$ cat src/rtl/sbb_pkg.sv
// ----------------------------------------------------------------------------
// sbb_pkg: shared types and constants of the separable binomial blur
// Field widths, register indexes, request codes and the operation record
// passed from the front end to the line-buffer back end.
// ----------------------------------------------------------------------------
package sbb_pkg;

	localparam int SAMPLE_W      = 16;
	localparam int HSUM_W        = 18;
	localparam int BLUR_W        = 20;
	localparam int IN_TDATA_W    = 16;
	localparam int IN_TUSER_W    = 2;
	localparam int OUT_TDATA_W   = 24;

	localparam int CFG_IDX_W     = 1;
	localparam int CFG_DATA_W    = 13;
	localparam int FRAME_W_BITS  = 11;
	localparam int FRAME_H_BITS  = 13;
	localparam int FRAME_W_RESET = 1024;
	localparam int FRAME_H_RESET = 1;

	localparam logic [CFG_IDX_W-1:0] CFG_IDX_FRAME_WIDTH  = 1'd0;
	localparam logic [CFG_IDX_W-1:0] CFG_IDX_FRAME_HEIGHT = 1'd1;

	localparam logic REQ_SAMPLE = 1'b0;
	localparam logic REQ_DRAIN  = 1'b1;

	localparam int QUEUE_DEPTH = 4;
	localparam int QPTR_W      = $clog2(QUEUE_DEPTH);

	// STORE: write a horizontal sum into both line buffers, no output
	// BLEND: read both buffers, emit the vertical sum, shift the column down
	// DRAIN: read both buffers, emit the bottom-clamped vertical sum
	typedef enum logic [1:0] {
		OP_STORE,
		OP_BLEND,
		OP_DRAIN
	} op_kind_t;

	typedef struct packed {
		op_kind_t                   kind;
		logic signed [HSUM_W-1:0]   hsum;
		logic                       last;
	} op_t;

endpackage

$ cat src/rtl/sbb_queue.sv
// ----------------------------------------------------------------------------
// sbb_queue: short op queue between front end and back end
// Small register FIFO that lets either side stall without stalling the other.
// ----------------------------------------------------------------------------
module sbb_queue #(
	parameter int ADDR_W = 10
) (
	input  logic                clk,
	input  logic                arst_n,
	input  logic                push,
	input  sbb_pkg::op_t        push_op,
	input  logic [ADDR_W-1:0]   push_addr,
	input  logic                pop,
	output logic                full,
	output logic                head_valid,
	output sbb_pkg::op_t        head_op,
	output logic [ADDR_W-1:0]   head_addr
);

	localparam int PW = sbb_pkg::QPTR_W;

	sbb_pkg::op_t      op_mem   [sbb_pkg::QUEUE_DEPTH];
	logic [ADDR_W-1:0] addr_mem [sbb_pkg::QUEUE_DEPTH];
	logic [PW-1:0]     wr_ptr_q, rd_ptr_q;
	logic [PW:0]       count_q;
	logic              do_push, do_pop;

	assign full       = count_q == (PW+1)'(sbb_pkg::QUEUE_DEPTH);
	assign head_valid = count_q != '0;
	assign head_op    = op_mem[rd_ptr_q];
	assign head_addr  = addr_mem[rd_ptr_q];
	assign do_push    = push && !full;
	assign do_pop     = pop && head_valid;

	always_ff @(posedge clk) begin
		if (do_push) begin
			op_mem[wr_ptr_q]   <= push_op;
			addr_mem[wr_ptr_q] <= push_addr;
		end
	end

	always_ff @(posedge clk or negedge arst_n) begin
		if (!arst_n) begin
			wr_ptr_q <= '0;
			rd_ptr_q <= '0;
			count_q  <= '0;
		end else begin
			if (do_push) begin
				wr_ptr_q <= wr_ptr_q + PW'(1);
			end
			if (do_pop) begin
				rd_ptr_q <= rd_ptr_q + PW'(1);
			end
			case ({do_push, do_pop})
				2'b10:   count_q <= count_q + (PW+1)'(1);
				2'b01:   count_q <= count_q - (PW+1)'(1);
				default: count_q <= count_q;
			endcase
		end
	end

endmodule

$ cat config.mk
export PLATFORM = sky130hd
export DESIGN_NAME = sbb_queue
export DESIGN_NICKNAME = d
export VERILOG_FILES = /design/src/rtl/sbb_pkg.sv /design/src/rtl/sbb_queue.sv
export SDC_FILE = /design/constraint.sdc
export NUM_CORES = 1
export LEC_CHECK = 0
export ABC_AREA = 1
export BUFFER_PORTS_ARGS = -buffer_cell sky130_fd_sc_hd__buf_2
export CORE_MARGIN = 2
export CORE_UTILIZATION = 45
export CTS_CLUSTER_DIAMETER = 30
export DETAILED_ROUTE_END_ITERATION = 7
export PLACE_DENSITY = 0.65
export SLEW_MARGIN = 5
export SYNTH_ARGS = -nofsm -noshare
export SYNTH_HDL_FRONTEND = slang
export SYNTH_SLANG_ARGS = --single-unit
$ cat constraint.sdc
create_clock -name clk -period 3.83 [get_ports clk]
set_input_delay 0.766 -clock clk [delete_from_list [all_inputs] [get_ports clk]]
set_output_delay 0.766 -clock clk [all_outputs]
set_load 0.01 [all_outputs]
* After elaboration in Yosys (flattened, before gate mapping)
Memory sizes are Yosys's and may differ from the RTL's.
Index checks and enable logic that the tools add are counted.
** Word-level totals
- Input port bits :: 35
- Bits in registers :: 7
- Memory bits (writable) :: 124
- Memories :: 2
** Operators by class
- Equal/unequal tests :: 3
- $add $sub $neg :: 4
- Reduce and logical (&&, ||, !) cells :: 5
- Mux-type cells :: 3
** Memory list
- op_mem :: words 4, bits a word 21, rd ports 1, clocked after memory_dff 0, write ports 1, line sbb_queue.sv:22 : sbb_pkg::op_t op_mem [sbb_pkg::QUEUE_DEPTH];
- addr_mem :: words 4, bits a word 10, rd ports 1, clocked after memory_dff 0, write ports 1, line sbb_queue.sv:23 : logic [ADDR_W-1:0] addr_mem [sbb_pkg::QUEUE_DEPTH];
** Operators with widths (number)
- one-hot mux 3 bit (2 select lines) :: 1
- adder 2 x 1 -> 2 bit, second input constant :: 2
- adder 3 x 1 -> 3 bit, second input constant :: 1
- == test 3 bit, second input constant :: 1
- nonzero test 3 bit :: 1
- subtractor 3 x 1 -> 3 bit, second input constant :: 1
- == test 2 x 1 -> 1 bit, second input constant :: 1
- == test 2 bit, second input constant :: 1
- logical AND 1 bit :: 2
- 2-to-1 mux 1 bit :: 2
- nonzero test 2 bit :: 1
- logical NOT 1 bit :: 1

* Logic depth before layout (Yosys ltp)
- Depth in word-level cells :: 5
- Gate-level depth with buffers :: 12
- Gate-level depth less buffers :: 12

* Worst setup path after synthesis
OpenSTA, ideal clock, no wires.
- Path type :: input to register
- From :: input port push
- To :: memory addr_mem[0][0] (enable)
- Library setup time :: 419 ps
- Arrival time :: 2230 ps
- Path slack :: 1181 ps
- Stages on the path :: 2
- Cells stage by stage :: nand2_1 > nor2_1
** On the way
- Word-level cells in the longest chain between the ends :: 3
** RTL lines
- from (decl) :: line sbb_queue.sv:10 : input logic push,
- logical AND 1 bit :: line sbb_queue.sv:32 : assign do_push = push && !full;
- 2-to-1 mux 1 bit :: line sbb_queue.sv:36 : if (do_push) begin
- 2-to-1 mux 1 bit (implied by the code) :: line sbb_queue.sv:38 : addr_mem[wr_ptr_q] <= push_addr;
- to (decl) :: line sbb_queue.sv:23
Every way passes these cells.

==> impl_metrics.env <==
export IMPL_status="completed"
export IMPL_ys_seq_elements=131
export IMPL_antenna_found_initial=0
export IMPL_synth_top_cell_area_share_pct=67.4
export IMPL_seqPwrFrac_pct=36.8
export IMPL_pwr_share_comb_pct=31.8
export IMPL_yosysMostFrequentCell="edfxtp_1"
export IMPL_power_frac_clock_pct=31.3
export IMPL_ys_seq_area_share_pct=70.6
export IMPL_cts_root_buf="clkbuf_16"
export IMPL_synth_fp_nets=463
export IMPL_max_cap_violations=0
export IMPL_design_core_area_mm2=0.0120
export IMPL_synthTopCellsByArea="edfxtp_1 (67%), nand2_1 (7.5%), o211ai_2 (7.0%)"
export IMPL_htreeDepth=4
export IMPL_first_pass_iters=4
export IMPL_internal_power_uw=3620
export IMPL_ff2ff_setup_slack_ns=1.65
export IMPL_ys_types=18
export IMPL_post_cts_resized=0
export IMPL_synth_area_mm2=0.00552
export IMPL_dp_cells=618
export IMPL_setup_viol=0
export IMPL_async_reset_ff_share_pct=5.34
export IMPL_yosysWarnings=0
export IMPL_hold_class="in2async"
export IMPL_area_growth_pct=19.2
export IMPL_avgSynthCellArea_um2=13.1
export IMPL_worstPathMaxFanout=72
export IMPL_synth_largest_area_cell="edfxtp_1"
export IMPL_wl_um=9710
export IMPL_rsz0062_at_grt="false"
export IMPL_cts_setup_buffers=0
export IMPL_r2r_start="count_q[0]$_DFFE_PN0P_"
export IMPL_period_minus_slack_ns=2.91
export IMPL_ios=68
export IMPL_fmax_ghz=0.343
export IMPL_final_max_slew_viol_count=0
export IMPL_cp_data_required_time_ns=3.06
export IMPL_cts_buffers=17
export IMPL_grt_overflow=0
export IMPL_p_leak_uw=0.00276
export IMPL_dieArea_mm2=0.0132
export IMPL_fin_cells=650
export IMPL_layout_drive_gt1_share_pct=27.2
export IMPL_synth_ff_type="edfxtp_1"
export IMPL_tightestPinTransition_ns=1.02
export IMPL_crit_buf_inv=3
export IMPL_final_nets=531
export IMPL_insertion_delay_ns=0.40
export IMPL_place_gp_congestion=0.682
export IMPL_initial_core_util_pct=46.0
export IMPL_grt_max_degree=73
export IMPL_cts_tree="done"
export IMPL_drc_errors=0
export IMPL_grt_pass1_wl_um=15400
export IMPL_cts_sinks=131
export IMPL_final_hold_violation_count=0
export IMPL_port_buffers=67
export IMPL_dr_total_vias=3143
export IMPL_clk_pin_slew_ns=0.06
export IMPL_crit_start="rd_ptr_q[0]$_DFFE_PN0P_"
export IMPL_ir_drop_mv=0.647
export IMPL_cts_hold_buf=0
export IMPL_row_count=40
export IMPL_via_per_inst=4.84
export IMPL_syn_inst=422
export IMPL_synthTopCellsByCount="edfxtp_1 (124), nand2_1 (110), inv_1 (75), o211ai_1 (31), o211ai_2 (31)"
export IMPL_post_route_period_util_pct=76.1
export IMPL_slowest_stage="inv_4"
export IMPL_cts_path_max_buffers=2
export IMPL_critPathCaptureType="output pin"
export IMPL_max_stage_delay_ns=0.47
export IMPL_synth_edf_count=124
export IMPL_critPathKind="reg2out"
export IMPL_drtIter0Drc=191
export IMPL_fin_tns_setup_ns=0
export IMPL_start_kind="register"
export IMPL_powerDensity_mw_per_mm2=821
export IMPL_die_h_um=115
export IMPL_wl_per_cell_um=14.9
export IMPL_critPathTopFamily="buffers and inverters"
export IMPL_slew_headroom_pct=31.8
export IMPL_crit_chain="inv_4 > buf_12 > nand2_1 > o211ai_1 > nand2_1 > buf_2"
export IMPL_grt_usage_pct=15.7
export IMPL_critPathArrivalTime_ns=2.15
export IMPL_switching_power_uw=1780
export IMPL_clock_skew_ns=0.00795
export IMPL_postRouteAntennaNets=0
export IMPL_num_antenna_cells=0
export IMPL_dieWidth_um=115
export IMPL_swShare_pct=33.0
export IMPL_hpwl_um=5770
export IMPL_path_common_cell="nand2_1"
export IMPL_grt_pass1_vias=3101
## registers in the layout (all words and copies together) (netlist names)
register  flops
op_mem       84
rd_ptr_q      2
addr_mem     40
count_q       3
wr_ptr_q      2
## cell type report
cell class,instances,area [um^2]
fillers,1012,5430
flip-flops and latches,131,3900
multi-input cells,192,1220
clock buffers,20,437
repair buffers,69,363
inverters,79,299
clock inverters,12,186
well taps,147,184
## final timing paths
kind	end	depth (start not counted)
min in group clk	count_q[2]$_DFFE_PN0P_	2
max in group asynchronous	rd_ptr_q[1]$_DFFE_PN0P_	1
max	head_op[8]	6
max reg2reg	op_mem[1][7]$_DFFE_PP_	4
min reg2reg	count_q[2]$_DFFE_PN0P_	2
min	count_q[2]$_DFFE_PN0P_	1
## placed cells by master (no fill, tap or decap)
cell / count
nand2_1: 110
dfrtp_1: 6
xnor2_1: 1
nand4_1: 1
nor2_4: 4
ha_1: 5
clkbuf_1: 3
nand3_1: 7
inv_2: 3
inv_4: 1
buf_4: 1
inv_1: 75
fa_1: 1
clkinv_1: 1
o211ai_2: 31
clkbuf_16: 17
o211ai_1: 31
buf_12: 1
buf_2: 67
dfrtp_2: 1
edfxtp_1: 124
bufinv_16: 5
o21ai_0: 1
clkinvlp_4: 1
clkinv_2: 5
## stage by stage
step                      cell area [um^2]  setup WS [ns]  hold WS [ns]  total power, uW  util, %
after global placement                5960           1.34         0.478             3730     49.6
after detailed placement              5960           1.33         0.485             3770     49.6
after floorplan                       5520           1.18         0.463             3260        -
after global routing                  6590          0.732         0.189             5730     54.8
after CTS                             6590          0.891         0.179             5470     54.8
final                                 6590          0.916         0.187             5410     54.8
## logic make-up after synthesis
family | Yosys count | share of synthesized area (%)
xor+xnor | 1 | 0.159
buf+inv | 99 | 7.93
simple gates | 122 | 8.50
compound gates | 63 | 11.3
fa+ha+maj | 6 | 1.50
flops | 131 | 70.6
## power by group through the flow
stage          Sequential [uW]  Combinational, uW  Clock, uW
2_1_floorplan             2000               1260          0
3_3_place_gp              2010               1720          0
3_5_place_dp              2020               1750          0
4_1_cts                   1990               1760       1710
5_1_grt                   2020               1940       1780
6_report                  1990               1720       1700
## metal layers
metal / routed length (um) / vias to the layer above / track usage, %
li1: - / 1588 / -
met1: 4360 / 1469 / 20.2
met2: 4690 / 78 / 25.0
met3: 571 / 8 / 5.54
met4: 89 / 0 / 5.62
met5: 0 / - / 0
(Power assumes the default switching activity.)
