**src/rtl/sbb_pkg.sv**
```systemverilog
// ----------------------------------------------------------------------------
// sbb_pkg: shared types and constants of the separable binomial blur
// Field widths, register indexes, request codes and the operation record
// passed from the front end to the line-buffer back end.
// ----------------------------------------------------------------------------
package sbb_pkg;

	localparam int SAMPLE_W      = 16;
	localparam int HSUM_W        = 18;
	localparam int BLUR_W        = 20;
	localparam int IN_TDATA_W    = 16;
	localparam int IN_TUSER_W    = 2;
	localparam int OUT_TDATA_W   = 24;

	localparam int CFG_IDX_W     = 1;
	localparam int CFG_DATA_W    = 13;
	localparam int FRAME_W_BITS  = 11;
	localparam int FRAME_H_BITS  = 13;
	localparam int FRAME_W_RESET = 1024;
	localparam int FRAME_H_RESET = 1;

	localparam logic [CFG_IDX_W-1:0] CFG_IDX_FRAME_WIDTH  = 1'd0;
	localparam logic [CFG_IDX_W-1:0] CFG_IDX_FRAME_HEIGHT = 1'd1;

	localparam logic REQ_SAMPLE = 1'b0;
	localparam logic REQ_DRAIN  = 1'b1;

	localparam int QUEUE_DEPTH = 4;
	localparam int QPTR_W      = $clog2(QUEUE_DEPTH);

	// STORE: write a horizontal sum into both line buffers, no output
	// BLEND: read both buffers, emit the vertical sum, shift the column down
	// DRAIN: read both buffers, emit the bottom-clamped vertical sum
	typedef enum logic [1:0] {
		OP_STORE,
		OP_BLEND,
		OP_DRAIN
	} op_kind_t;

	typedef struct packed {
		op_kind_t                   kind;
		logic signed [HSUM_W-1:0]   hsum;
		logic                       last;
	} op_t;

endpackage

```
**src/rtl/sbb_front.sv**
```systemverilog
// ----------------------------------------------------------------------------
// sbb_front: request classification and raster position tracking
// Holds the configuration, the two most recent samples, the column and row
// position and the drain count; turns each request into a line-buffer op.
// ----------------------------------------------------------------------------
module sbb_front #(
	parameter int MAX_WIDTH  = 1024,
	parameter int MAX_HEIGHT = 4096
) (
	input  logic                                  clk,
	input  logic                                  arst_n,
	input  logic                                  in_valid,
	output logic                                  in_ready,
	input  logic                                  req_type,
	input  logic signed [sbb_pkg::SAMPLE_W-1:0]   sample,
	input  logic                                  sample_invalid,
	input  logic                                  cfg_we,
	input  logic [sbb_pkg::CFG_IDX_W-1:0]         cfg_index,
	input  logic [sbb_pkg::CFG_DATA_W-1:0]        cfg_data,
	input  logic                                  q_full,
	output logic                                  push,
	output sbb_pkg::op_t                          push_op,
	output logic [((MAX_WIDTH > 1) ? $clog2(MAX_WIDTH) : 1)-1:0] push_addr
);

	localparam int AW  = (MAX_WIDTH > 1) ? $clog2(MAX_WIDTH) : 1;
	localparam int RW  = (MAX_HEIGHT > 1) ? $clog2(MAX_HEIGHT) : 1;
	localparam int WCW = $clog2(MAX_WIDTH + 2);
	localparam int HCW = $clog2(MAX_HEIGHT + 2);
	localparam int HW  = sbb_pkg::HSUM_W;
	localparam int SW  = sbb_pkg::SAMPLE_W;

	logic signed [SW-1:0] rs0_q, rs1_q, rs0_d, rs1_d;
	logic [AW-1:0]        col_q, col_d;
	logic [RW-1:0]        row_q, row_d;
	logic [WCW-1:0]       pending_q, pending_d;
	logic [WCW-1:0]       eff_w_q, cfg_w;
	logic [HCW-1:0]       eff_h_q, cfg_h;
	logic                 extra_q, extra_d;

	logic signed [SW-1:0] s_val;
	logic signed [HW-1:0] s_ext, rs0_ext, rs1_ext, tail_h, mid_h;
	logic [AW-1:0]        w_last_addr;
	logic                 col_wrap, row_wrap, accept;
	logic [31:0]          w_req, h_req;

	assign in_ready = !q_full && !extra_q;
	assign accept   = in_valid && in_ready;

	assign s_val   = sample_invalid ? '0 : sample;
	assign s_ext   = {{(HW-SW){s_val[SW-1]}}, s_val};
	assign rs0_ext = {{(HW-SW){rs0_q[SW-1]}}, rs0_q};
	assign rs1_ext = {{(HW-SW){rs1_q[SW-1]}}, rs1_q};

	// last column of a row: its right neighbor is clamped onto itself
	assign tail_h = ((eff_w_q >= WCW'(2)) ? rs1_ext : rs0_ext) + rs0_ext + (rs0_ext <<< 1);
	// interior or left column: left neighbor clamps at column zero
	assign mid_h  = ((col_q == AW'(1)) ? rs0_ext : rs1_ext) + (rs0_ext <<< 1) + s_ext;

	assign w_last_addr = AW'(eff_w_q - WCW'(1));
	assign col_wrap    = (WCW'(col_q) + WCW'(1)) == eff_w_q;
	assign row_wrap    = (HCW'(row_q) + HCW'(1)) == eff_h_q;

	always_comb begin
		w_req = 32'(cfg_data[sbb_pkg::FRAME_W_BITS-1:0]);
		h_req = 32'(cfg_data[sbb_pkg::FRAME_H_BITS-1:0]);
		if (w_req == 32'd0) begin
			w_req = 32'd1;
		end else if (w_req > 32'(MAX_WIDTH)) begin
			w_req = 32'(MAX_WIDTH);
		end
		if (h_req == 32'd0) begin
			h_req = 32'd1;
		end else if (h_req > 32'(MAX_HEIGHT)) begin
			h_req = 32'(MAX_HEIGHT);
		end
		cfg_w = WCW'(w_req);
		cfg_h = HCW'(h_req);
	end

	always_comb begin
		push         = 1'b0;
		push_op.kind = sbb_pkg::OP_STORE;
		push_op.hsum = '0;
		push_op.last = 1'b0;
		push_addr    = '0;
		rs0_d        = rs0_q;
		rs1_d        = rs1_q;
		col_d        = col_q;
		row_d        = row_q;
		pending_d    = pending_q;
		extra_d      = extra_q;

		if (extra_q) begin
			// single-row frame: store the tail column of the only row
			if (!q_full) begin
				push         = 1'b1;
				push_op.kind = sbb_pkg::OP_STORE;
				push_op.hsum = tail_h;
				push_addr    = w_last_addr;
				extra_d      = 1'b0;
			end
		end else if (accept) begin
			if (req_type == sbb_pkg::REQ_SAMPLE) begin
				// drop samples while the previous frame still drains
				if (pending_q == '0) begin
					if (col_q != '0) begin
						push         = 1'b1;
						push_op.kind = (row_q == '0) ? sbb_pkg::OP_STORE : sbb_pkg::OP_BLEND;
						push_op.hsum = mid_h;
						push_addr    = col_q - AW'(1);
					end else if (row_q != '0) begin
						push         = 1'b1;
						push_op.kind = (row_q == RW'(1)) ? sbb_pkg::OP_STORE
						                                 : sbb_pkg::OP_BLEND;
						push_op.hsum = tail_h;
						push_addr    = w_last_addr;
					end
					rs1_d = (col_q == '0) ? s_val : rs0_q;
					rs0_d = s_val;
					if (col_wrap) begin
						col_d = '0;
						if (row_wrap) begin
							row_d = '0;
							if (eff_h_q == HCW'(1)) begin
								extra_d   = 1'b1;
								pending_d = eff_w_q;
							end else begin
								pending_d = eff_w_q + WCW'(1);
							end
						end else begin
							row_d = row_q + RW'(1);
						end
					end else begin
						col_d = col_q + AW'(1);
					end
				end
			end else begin
				if (pending_q != '0) begin
					push = 1'b1;
					if (pending_q > eff_w_q) begin
						// finish the last column of the last row
						push_op.kind = sbb_pkg::OP_BLEND;
						push_op.hsum = tail_h;
						push_addr    = w_last_addr;
					end else begin
						push_op.kind = sbb_pkg::OP_DRAIN;
						push_addr    = AW'(eff_w_q - pending_q);
						push_op.last = (pending_q == WCW'(1));
					end
					pending_d = pending_q - WCW'(1);
				end
			end
		end
	end

	always_ff @(posedge clk or negedge arst_n) begin
		if (!arst_n) begin
			rs0_q     <= '0;
			rs1_q     <= '0;
			col_q     <= '0;
			row_q     <= '0;
			pending_q <= '0;
			extra_q   <= 1'b0;
			eff_w_q   <= WCW'((MAX_WIDTH < sbb_pkg::FRAME_W_RESET) ? MAX_WIDTH
			                                                      : sbb_pkg::FRAME_W_RESET);
			eff_h_q   <= HCW'(sbb_pkg::FRAME_H_RESET);
		end else if (cfg_we) begin
			// a register write restarts the frame
			case (cfg_index)
				sbb_pkg::CFG_IDX_FRAME_WIDTH: begin
					eff_w_q <= cfg_w;
				end
				sbb_pkg::CFG_IDX_FRAME_HEIGHT: begin
					eff_h_q <= cfg_h;
				end
				default: begin
				end
			endcase
			col_q     <= '0;
			row_q     <= '0;
			pending_q <= '0;
			extra_q   <= 1'b0;
		end else begin
			rs0_q     <= rs0_d;
			rs1_q     <= rs1_d;
			col_q     <= col_d;
			row_q     <= row_d;
			pending_q <= pending_d;
			extra_q   <= extra_d;
		end
	end

endmodule

```
**config.mk**
```make
export PLATFORM = sky130hd
export DESIGN_NAME = sbb_front
export DESIGN_NICKNAME = d
export VERILOG_FILES = /design/src/rtl/sbb_pkg.sv /design/src/rtl/sbb_front.sv
export SDC_FILE = /design/constraint.sdc
export NUM_CORES = 1
export LEC_CHECK = 0
export ABC_AREA = 0
export BUFFER_PORTS_ARGS = -buffer_cell sky130_fd_sc_hd__buf_2
export CELL_PAD_IN_SITES_DETAIL_PLACEMENT = 2
export CELL_PAD_IN_SITES_GLOBAL_PLACEMENT = 2
export CORE_MARGIN = 8
export CORE_UTILIZATION = 38
export DETAILED_ROUTE_END_ITERATION = 10
export GPL_TIMING_DRIVEN = 0
export PLACE_DENSITY = 0.87
export SLEW_MARGIN = 20
export SYNTH_ARGS = -nofsm -noshare
export SYNTH_HDL_FRONTEND = slang
export SYNTH_SLANG_ARGS = --single-unit
```
**constraint.sdc**
```tcl
create_clock -name clk -period 7 [get_ports clk]
set_input_delay 2.1 -clock clk [delete_from_list [all_inputs] [get_ports clk]]
set_output_delay 2.1 -clock clk [all_outputs]
set_load 0.03 [all_outputs]
```
After elaboration in Yosys (flattened, before gate mapping)
Index checks and enable logic that the tools add are counted.

$add $sub $neg: 13. Order comparisons: 4. Eq/ne operators: 9. Multiplexer cells: 71. Bitwise operators: 4. Reduce and logical (&&, ||, !) cells: 24.

Operators by type and width (number): 2-to-1 mux 10 bit (15); 2-to-1 mux 11 bit (11); 2-to-1 mux 12 bit (7); 2-to-1 mux 18 bit (4); 2-to-1 mux 19 bit (3); 2-to-1 mux 21 bit (2); 2-to-1 mux 20 bit (2); adder 18 x 16 -> 18 bit (2); adder 18 x 17 -> 18 bit (2); 2-to-1 mux 16 bit (2); 2-to-1 mux 13 bit (2); logical NOT 11 bit (2); 2-to-1 mux 1 bit (22); subtractor 10 x 1 -> 10 bit (second input constant) (2); adder 12 x 1 -> 13 bit (second input constant) (1); equality test 13 x 1 -> 1 bit (second input constant) (1); equality test 13 bit (1); greater-than comparator 13 bit (second input constant) (1); logical NOT 13 bit (1); adder 12 x 1 -> 12 bit (second input constant) (1); equality test 12 x 1 -> 1 bit (second input constant) (1); logical NOT 12 bit (1); nonzero test 12 bit (1); adder 10 x 1 -> 11 bit (second input constant) (1); 26 further kinds (37).

Bits in registers: 90. Input bits: 37. Output and inout bits: 33. Logic and storage cells: 133.

Depth between registers and ports, before layout
Gate-level depths: netlist of run 1.

Depth in word-level cells: 10. Gate-level depth with buffers: 18. Mapped depth without buffers: 17.

Worst setup path before layout of run 1
Ideal clock, no wire load.

Kind: in2out. From: input sample_invalid. To: output push_op[18] (netlist name). Data arrival time: 4.863 ns. Data required time: 4.900 ns. Setup slack: 0.037 ns. Cell stages on the path: 13. Buffers on the path: 0. Cell sequence: nand2b_1 -> inv_1 -> fa_1 -> ha_1 -> fa_1 -> a211oi_1 -> o21ai_0 -> nand2_1 -> nor2_1 -> nor3_1 -> o41ai_1 -> xnor2_1 -> o22ai_1.

RTL lines: start: declaration (line sbb_front.sv:16) `input logic sample_invalid,`; end: declaration (line sbb_front.sv:22) `output sbb_pkg::op_t push_op,`.

==> run metrics, run 1 <==
status complete, but fails checks; violated checks negative setup slack; DRT Pass-1 Iters 5; GPL Wtd Cong 0.890; delay-heaviest family, CP adder cells; Fillers 2,756; Clk pwr share 9.2%; Max Cap Viol 0; worst slew pin tran 1.02 ns; final core occ 45.6%; Critical Path Fanout Max 8; r2r worst-path depth 11; initial antenna violation count 3; vias in the first global route 11,500; hpwl dp 30,100 um; Worst Path Buf+Inv 5; All-Layer GR Usage 29.4%; Setup Viol. Count Final 11; sequential share of power 16.8%; power density over cell area 459 mW/mm2; hold_sp eff_h_q[0]; global-route wire length before repair 70,700 um; DRC viols 0; worst-case vdd ir drop 0.187 mV; PortBufs 66; Final Net Count 1,419; Post-Syn Area 0.00962 mm2; internal power 2.34 mW; Final Routed Wirelength 52,000 um; P_sw 2.90 mW; layout cell share with drive strength beyond 1 19.1%; Ports 70; GR Overflow Total 0; CTS tree done; CP Cell Sequence buf_12 > clkbuf_16 > nand2b_1 > inv_1 > fa_1 > ha_4 > nor3_1 > nor2_1 > buf_4 > a31oi_4 > o21bai_1 > a21oi_1 > xnor2_1 > nand2_1 > o31ai_1 > buf_4; FF+latch area 0.00226 mm2; cts bufs inserted 9; via/cell ratio 6.71; asr flop ratio synth 100%; Wirelength per Cell 32.1 um; largest net degree at the start of global routing 51; Initial Utilization 38.4%; Req. time, crit path 4.90 ns; 1st-iter DRT viols 882; Tcrit/Tclk final 110%; Clock transition at path regs 0.07 ns; die area 0.0306 mm2; Worst EP arrival 5.57 ns; htree depth 3; Syn Inst Count 1,177; Die Ht 175 um; Top cell by count, worst path buf_4; #FFs+latches synth 90; Total Neg Setup Slack -3.40 ns; post-synthesis net count 1,314; hold buffer count at CTS 0; worst skew pair latency 0.37 ns; RR Startpoint pending_q[1]; critical path launch point type primary input; post-route ant nets 0; Synth Flop Type dfrtp_1; CP max-delay cell fa_1; register area share after synthesis 23.4%; unrepaired setup endpoints after global routing yes; clk_skew 0.0143 ns; num rows 58; Final Hold Viols 0; Worst path max stage delay 0.79 ns; synth unique cells 73; clock sink count 90; Final WS setup -0.673 ns; worst hold path stage count 2; HP Class flip-flop to flip-flop; Worst Hold End eff_h_q[0]; switch share 55.3%; reg-to-reg endpoint rs1_q[7]; Avg Cell Area, Syn 8.17 um2; number of synthesized flops with an enable pin 0; Root Buffer Master clkbuf_16; Slew headroom 31.3%; DIE WIDTH 175 um; Pins Over Slew Limit 0; Layout area overhead 18.8%; vias after detailed routing 10,900; Logic pwr share 73.9%; core footprint 0.0250 mm2; CP endpoint kind output port; fin crit period 7.67 ns; P_leak 5.07 nW; post-place setup slack -0.889 ns; Crit Path Class primary input to output port; reg-to-reg setup timing slack 2.66 ns; fmax 0.130 GHz; multi-input logic area 0.00730 mm2; hold slack 0.541 ns; synthesis warning total 0; clk buf depth 2
## placed cells by master (no fill, tap or decap), drive strengths merged, types with 8 or more instances in the layout
master,instances
o21ai,113
buf,112
nand2,107
dfrtp,88
a21oi,80
nor2,76
inv,68
ha,66
xnor2,60
clkbuf,53
nand2b,39
nor3,38
nand3,34
fa,34
xor2,31
mux2,30
o22ai,23
nor4,21
a21o,19
a22o,18
or3,17
nand4,15
and3,14
a31oi,13
o21a,8
o211ai,8
a211oi,8
## power groups by stage
stage	combinational, mW	clock (mW)	sequential, mW
finish	3.87	0.484	0.881
CTS	3.19	0.476	0.848
global route	4.05	0.500	0.894
detailed placement	2.88	0	0.853
floorplan	2.12	0	0.777
global placement	2.70	0	0.838
## through the flow
| step | cell area (um2) | cells | power, mW |
|---|---|---|---|
| 2_1_floorplan | 9620 | 1177 | 2.90 |
| 3_3_place_gp | 10400 | 1573 | 3.54 |
| 3_5_place_dp | 10400 | 1574 | 3.73 |
| 4_1_cts | 11100 | 1602 | 4.51 |
| 5_1_grt | 11400 | 1617 | 5.44 |
| 6_report | 11400 | 1620 | 5.24 |
## metal layers
metal	up-vias	track usage [%]	wire, um
li1	4421	-	-
met1	5525	35.8	19900
met2	684	49.9	24300
met3	240	5.24	4340
met4	0	13.4	3580
met5	-	0	0
## what timing repair did
| action | CTS | global route |
|---|---|---|
| endpoints found under the setup margin | 19 | 14 |
| setup buffers | 13 | 16 |
| resized for setup | 69 | 50 |
| pin swaps | 19 | 24 |
| cloned | 1 | 0 |
## worst min-delay path, stage by stage, from the launching register on
cell     delay (ns)
dfstp_2        0.40
nand2_1        0.05
o21ai_0        0.08
## state kept, by name, indices dropped and copies added (netlist names)
register / cells
rs0_q: 16
rs1_q: 16
eff_h_q: 13
row_q: 12
eff_w_q: 11
pending_q: 11
col_q: 10
extra_q: 1
## worst max path at each step
| stage | startpoint | to | slack (ns) | depth (start not counted) |
|---|---|---|---|---|
| 3_5_place_dp | eff_w_q[2] | push_op[18] | -0.89 | 17 |
| 5_1_grt | sample_invalid | push_op[12] | -0.67 | 16 |
| 4_1_cts | sample_invalid | push_op[16] | 0.002 | 15 |
| 6_report | sample_invalid | push_op[12] | -0.67 | 16 |
| 3_3_place_gp | sample_invalid | push_op[16] | -0.70 | 15 |
| 2_1_floorplan | sample_invalid | push_op[18] | 0.04 | 13 |
## layout make-up
| class | count | area share (%) |
|---|---|---|
| Clock inverter | 4 | 0.263 |
| Multi-Input combinational cell | 958 | 64.0 |
| Clock buffer | 11 | 2.04 |
| Tap cell | 330 | 3.62 |
| Sequential cell | 90 | 19.8 |
| Antenna cell | 4 | 0.0876 |
| Buffer | 57 | 2.38 |
| Timing Repair Buffer | 97 | 5.62 |
| Inverter | 69 | 2.27 |
## kinds of logic after synthesis
kind of cell / synth area share [%]
AOI/OAI and AO/OA: 21.2
and+or+nand+nor: 21.9
DFF: 23.4
buffers and inverters: 5.30
adders and majority gates: 15.9
muxes: 3.93
xor gates and xnor gates: 8.29
## cells in the mapped netlist, types with 7 or more instances
cell type / instances / area (um2)
o21ai_0: 108 / 541
nand2_1: 107 / 402
dfrtp_1: 88 / 2200
a21oi_1: 80 / 400
nor2_1: 75 / 282
inv_1: 67 / 251
ha_1: 66 / 826
xnor2_1: 60 / 526
clkbuf_1: 45 / 169
nand2b_1: 39 / 244
fa_1: 34 / 681
nand3_1: 34 / 170
nor3_1: 34 / 170
xor2_1: 31 / 272
mux2_2: 30 / 338
o22ai_1: 23 / 144
nor4_1: 20 / 125
a21o_1: 19 / 143
a22o_1: 18 / 158
and3_1: 14 / 87.6
or3_1: 14 / 87.6
a31oi_1: 13 / 81.3
nand4_1: 12 / 75.1
buf_2: 11 / 55.1
o211ai_1: 8 / 60.1
o21a_1: 8 / 60.1
a211oi_1: 7 / 52.6
Power figures use the tool's default switching activity.
==> run 2, diff against run 1 <==
--- a/constraint.sdc
+++ b/constraint.sdc
@@ -3,2 +3,2 @@
 set_output_delay 2.1 -clock clk [all_outputs]
-set_load 0.03 [all_outputs]
+set_load 0.01 [all_outputs]
==> run 2 against run 1 <==
  * The flow still finishes with violations (negative setup slack)
  * Register-to-register slack got worse by 0.07 ns
  * Critical endpoint unchanged
  * Combinational power fell by 1%
  * Routed wire length fell by 2.6%
  * Maximum frequency rose by 4.4%
  * Highest routed layer is now met5
  * Cell count rose by 0.43%
  * Via count rose by 0.18%
  * Die area did not move
  * Clock skew rose by 0.0094 ns
  * Clock power fell by 0.8%
==> run metrics, run 2 (synthesized netlist as in run 1, its figures left out) <==
unrepaired setup endpoints after global routing yes; DRT Pass-1 Iters 5; clk buf depth 2; commonest cells after routing, fill and taps aside nand2_1 (105), o21ai_0 (98), dfrtp_1 (84), buf_2 (75), a21oi_1 (74); Final Net Count 1,428; DRC viols 0; Slew headroom 29.7%; Crit Path Class flip-flop to output port; Critical Path Fanout Max 5; Top Registers rs0_q (16), rs1_q (16), eff_h_q (13); htree depth 3; commonest non-fill, non-tap cell in the layout nand2_1; fin crit period 7.35 ns; largest net degree at the start of global routing 51; worst skew pair latency 0.38 ns; critical path launch point type flip-flop; GPL Wtd Cong 0.890; worst slew pin tran 1.04 ns; Pins Over Slew Limit 0; FF+latch area 0.00226 mm2; vias after detailed routing 10,900; Final Routed Wirelength 50,700 um; M2 GR Usage 48.5%; Layout area overhead 19.7%; Total Neg Setup Slack -0.902 ns; clock sink count 90; Req. time, crit path 4.90 ns; post-place setup slack -0.822 ns; Clock transition at path regs 0.07 ns; Final WS setup -0.346 ns; met3 usage 5.18%; All-Layer GR Usage 28.7%; GR Overflow Total 0; cts bufs inserted 9; vias in the first global route 11,500; DP Cell Count 1,574; most used routing layer in global routing met2; PortBufs 66; Initial Utilization 38.4%; Die Ht 175 um; DIE WIDTH 175 um; violated checks negative setup slack; final core occ 46.0%; 1st-iter DRT viols 861; GRT met1 Usage 35.4%; power density over cell area 450 mW/mm2; total power 5.18 mW; post-route ant nets 0; Root Buffer Master clkbuf_16; die area 0.0306 mm2; global-route wire length before repair 69,200 um; Wirelength per Cell 31.2 um; layout cell share with drive strength beyond 1 20.3%; HP Class flip-flop to flip-flop; CP endpoint kind output port; Setup Viol. Count Final 7; CTS tree done; Worst EP arrival 5.25 ns; num rows 58; Ports 70; core footprint 0.0250 mm2; P_leak 5.12 nW; status complete, but fails checks; fmax 0.136 GHz; Final Non-Filler Cells 1,627; Fillers 2,743; Max Cap Viol 0; initial antenna violation count 2; hold slack 0.521 ns; hpwl dp 30,100 um; cell area after placement 0.0104 mm2; Final Hold Viols 0; via/cell ratio 6.69; clk_skew 0.0237 ns; Tcrit/Tclk final 105%; worst-case vdd ir drop 0.177 mV; hold buffer count at CTS 0; design area 0.0115 mm2; multi-input logic area 0.00735 mm2
==> run 2: timing repair <==
action / 4_1_cts / 5_1_grt
resized for setup: 60 / 61
pin swaps: 18 / 34
setup buffers: 12 / 26
endpoints found under the hold margin: 0 / 0
endpoints found under the setup margin: 19 / 17
gates cloned: 1 / 0
==> run 2: critical path, cell delays in order, from the launching register on <==
cell	delay, ns
dfrtp_1	0.40
buf_6	0.15
nor4_4	0.37
nand2b_1	0.20
nor4_4	0.40
nand2_2	0.19
buf_12	0.18
mux2_2	0.27
fa_1	0.48
ha_4	0.19
fa_2	0.37
a211oi_4	0.33
o21ai_2	0.15
a31oi_2	0.24
o21bai_1	0.15
a21oi_2	0.23
xnor2_1	0.17
nand2_1	0.11
o31ai_2	0.11
buf_2	0.18
==> run 2: worst paths after layout <==
check / from / endpoint / slack [ns] / cells after the start
max: col_q[5] / push_op[12] / -0.35 / 19
min: rs1_q[13] / rs1_q[13] / 0.52 / 2
max reg2reg: pending_q[1] / rs1_q[5] / 2.59 / 11
min reg2reg: rs1_q[13] / rs1_q[13] / 0.52 / 2
max in group asynchronous: arst_n / col_q[7] / 4.69 / 2
min in group asynchronous: arst_n / eff_h_q[6] / 1.66 / 1
==> run 2: final cells by class <==
class	instances	area share (%)
multi-input cells	958	63.8
flip-flops and latches	90	19.6
repair buffers	106	6.00
well taps	330	3.59
plain buffers	57	2.41
inverters	69	2.25
clock buffers	11	2.02
clock inverters	4	0.261
diodes	2	0.0435
==> run 2: power breakdown <==
group          switching (mW)  leakage [nW]  total (mW)  internal [mW]
Combinational            2.33          3.79        3.82           1.49
Sequential              0.242          1.20       0.878          0.636
Clock                   0.239         0.126       0.480          0.241
==> run 2: metal layers <==
metal | routed length [um] | vias up
met4 | 3310 | 2
met5 | 11 | -
met1 | 19600 | 5525
li1 | - | 4437
met3 | 3970 | 271
met2 | 23900 | 655
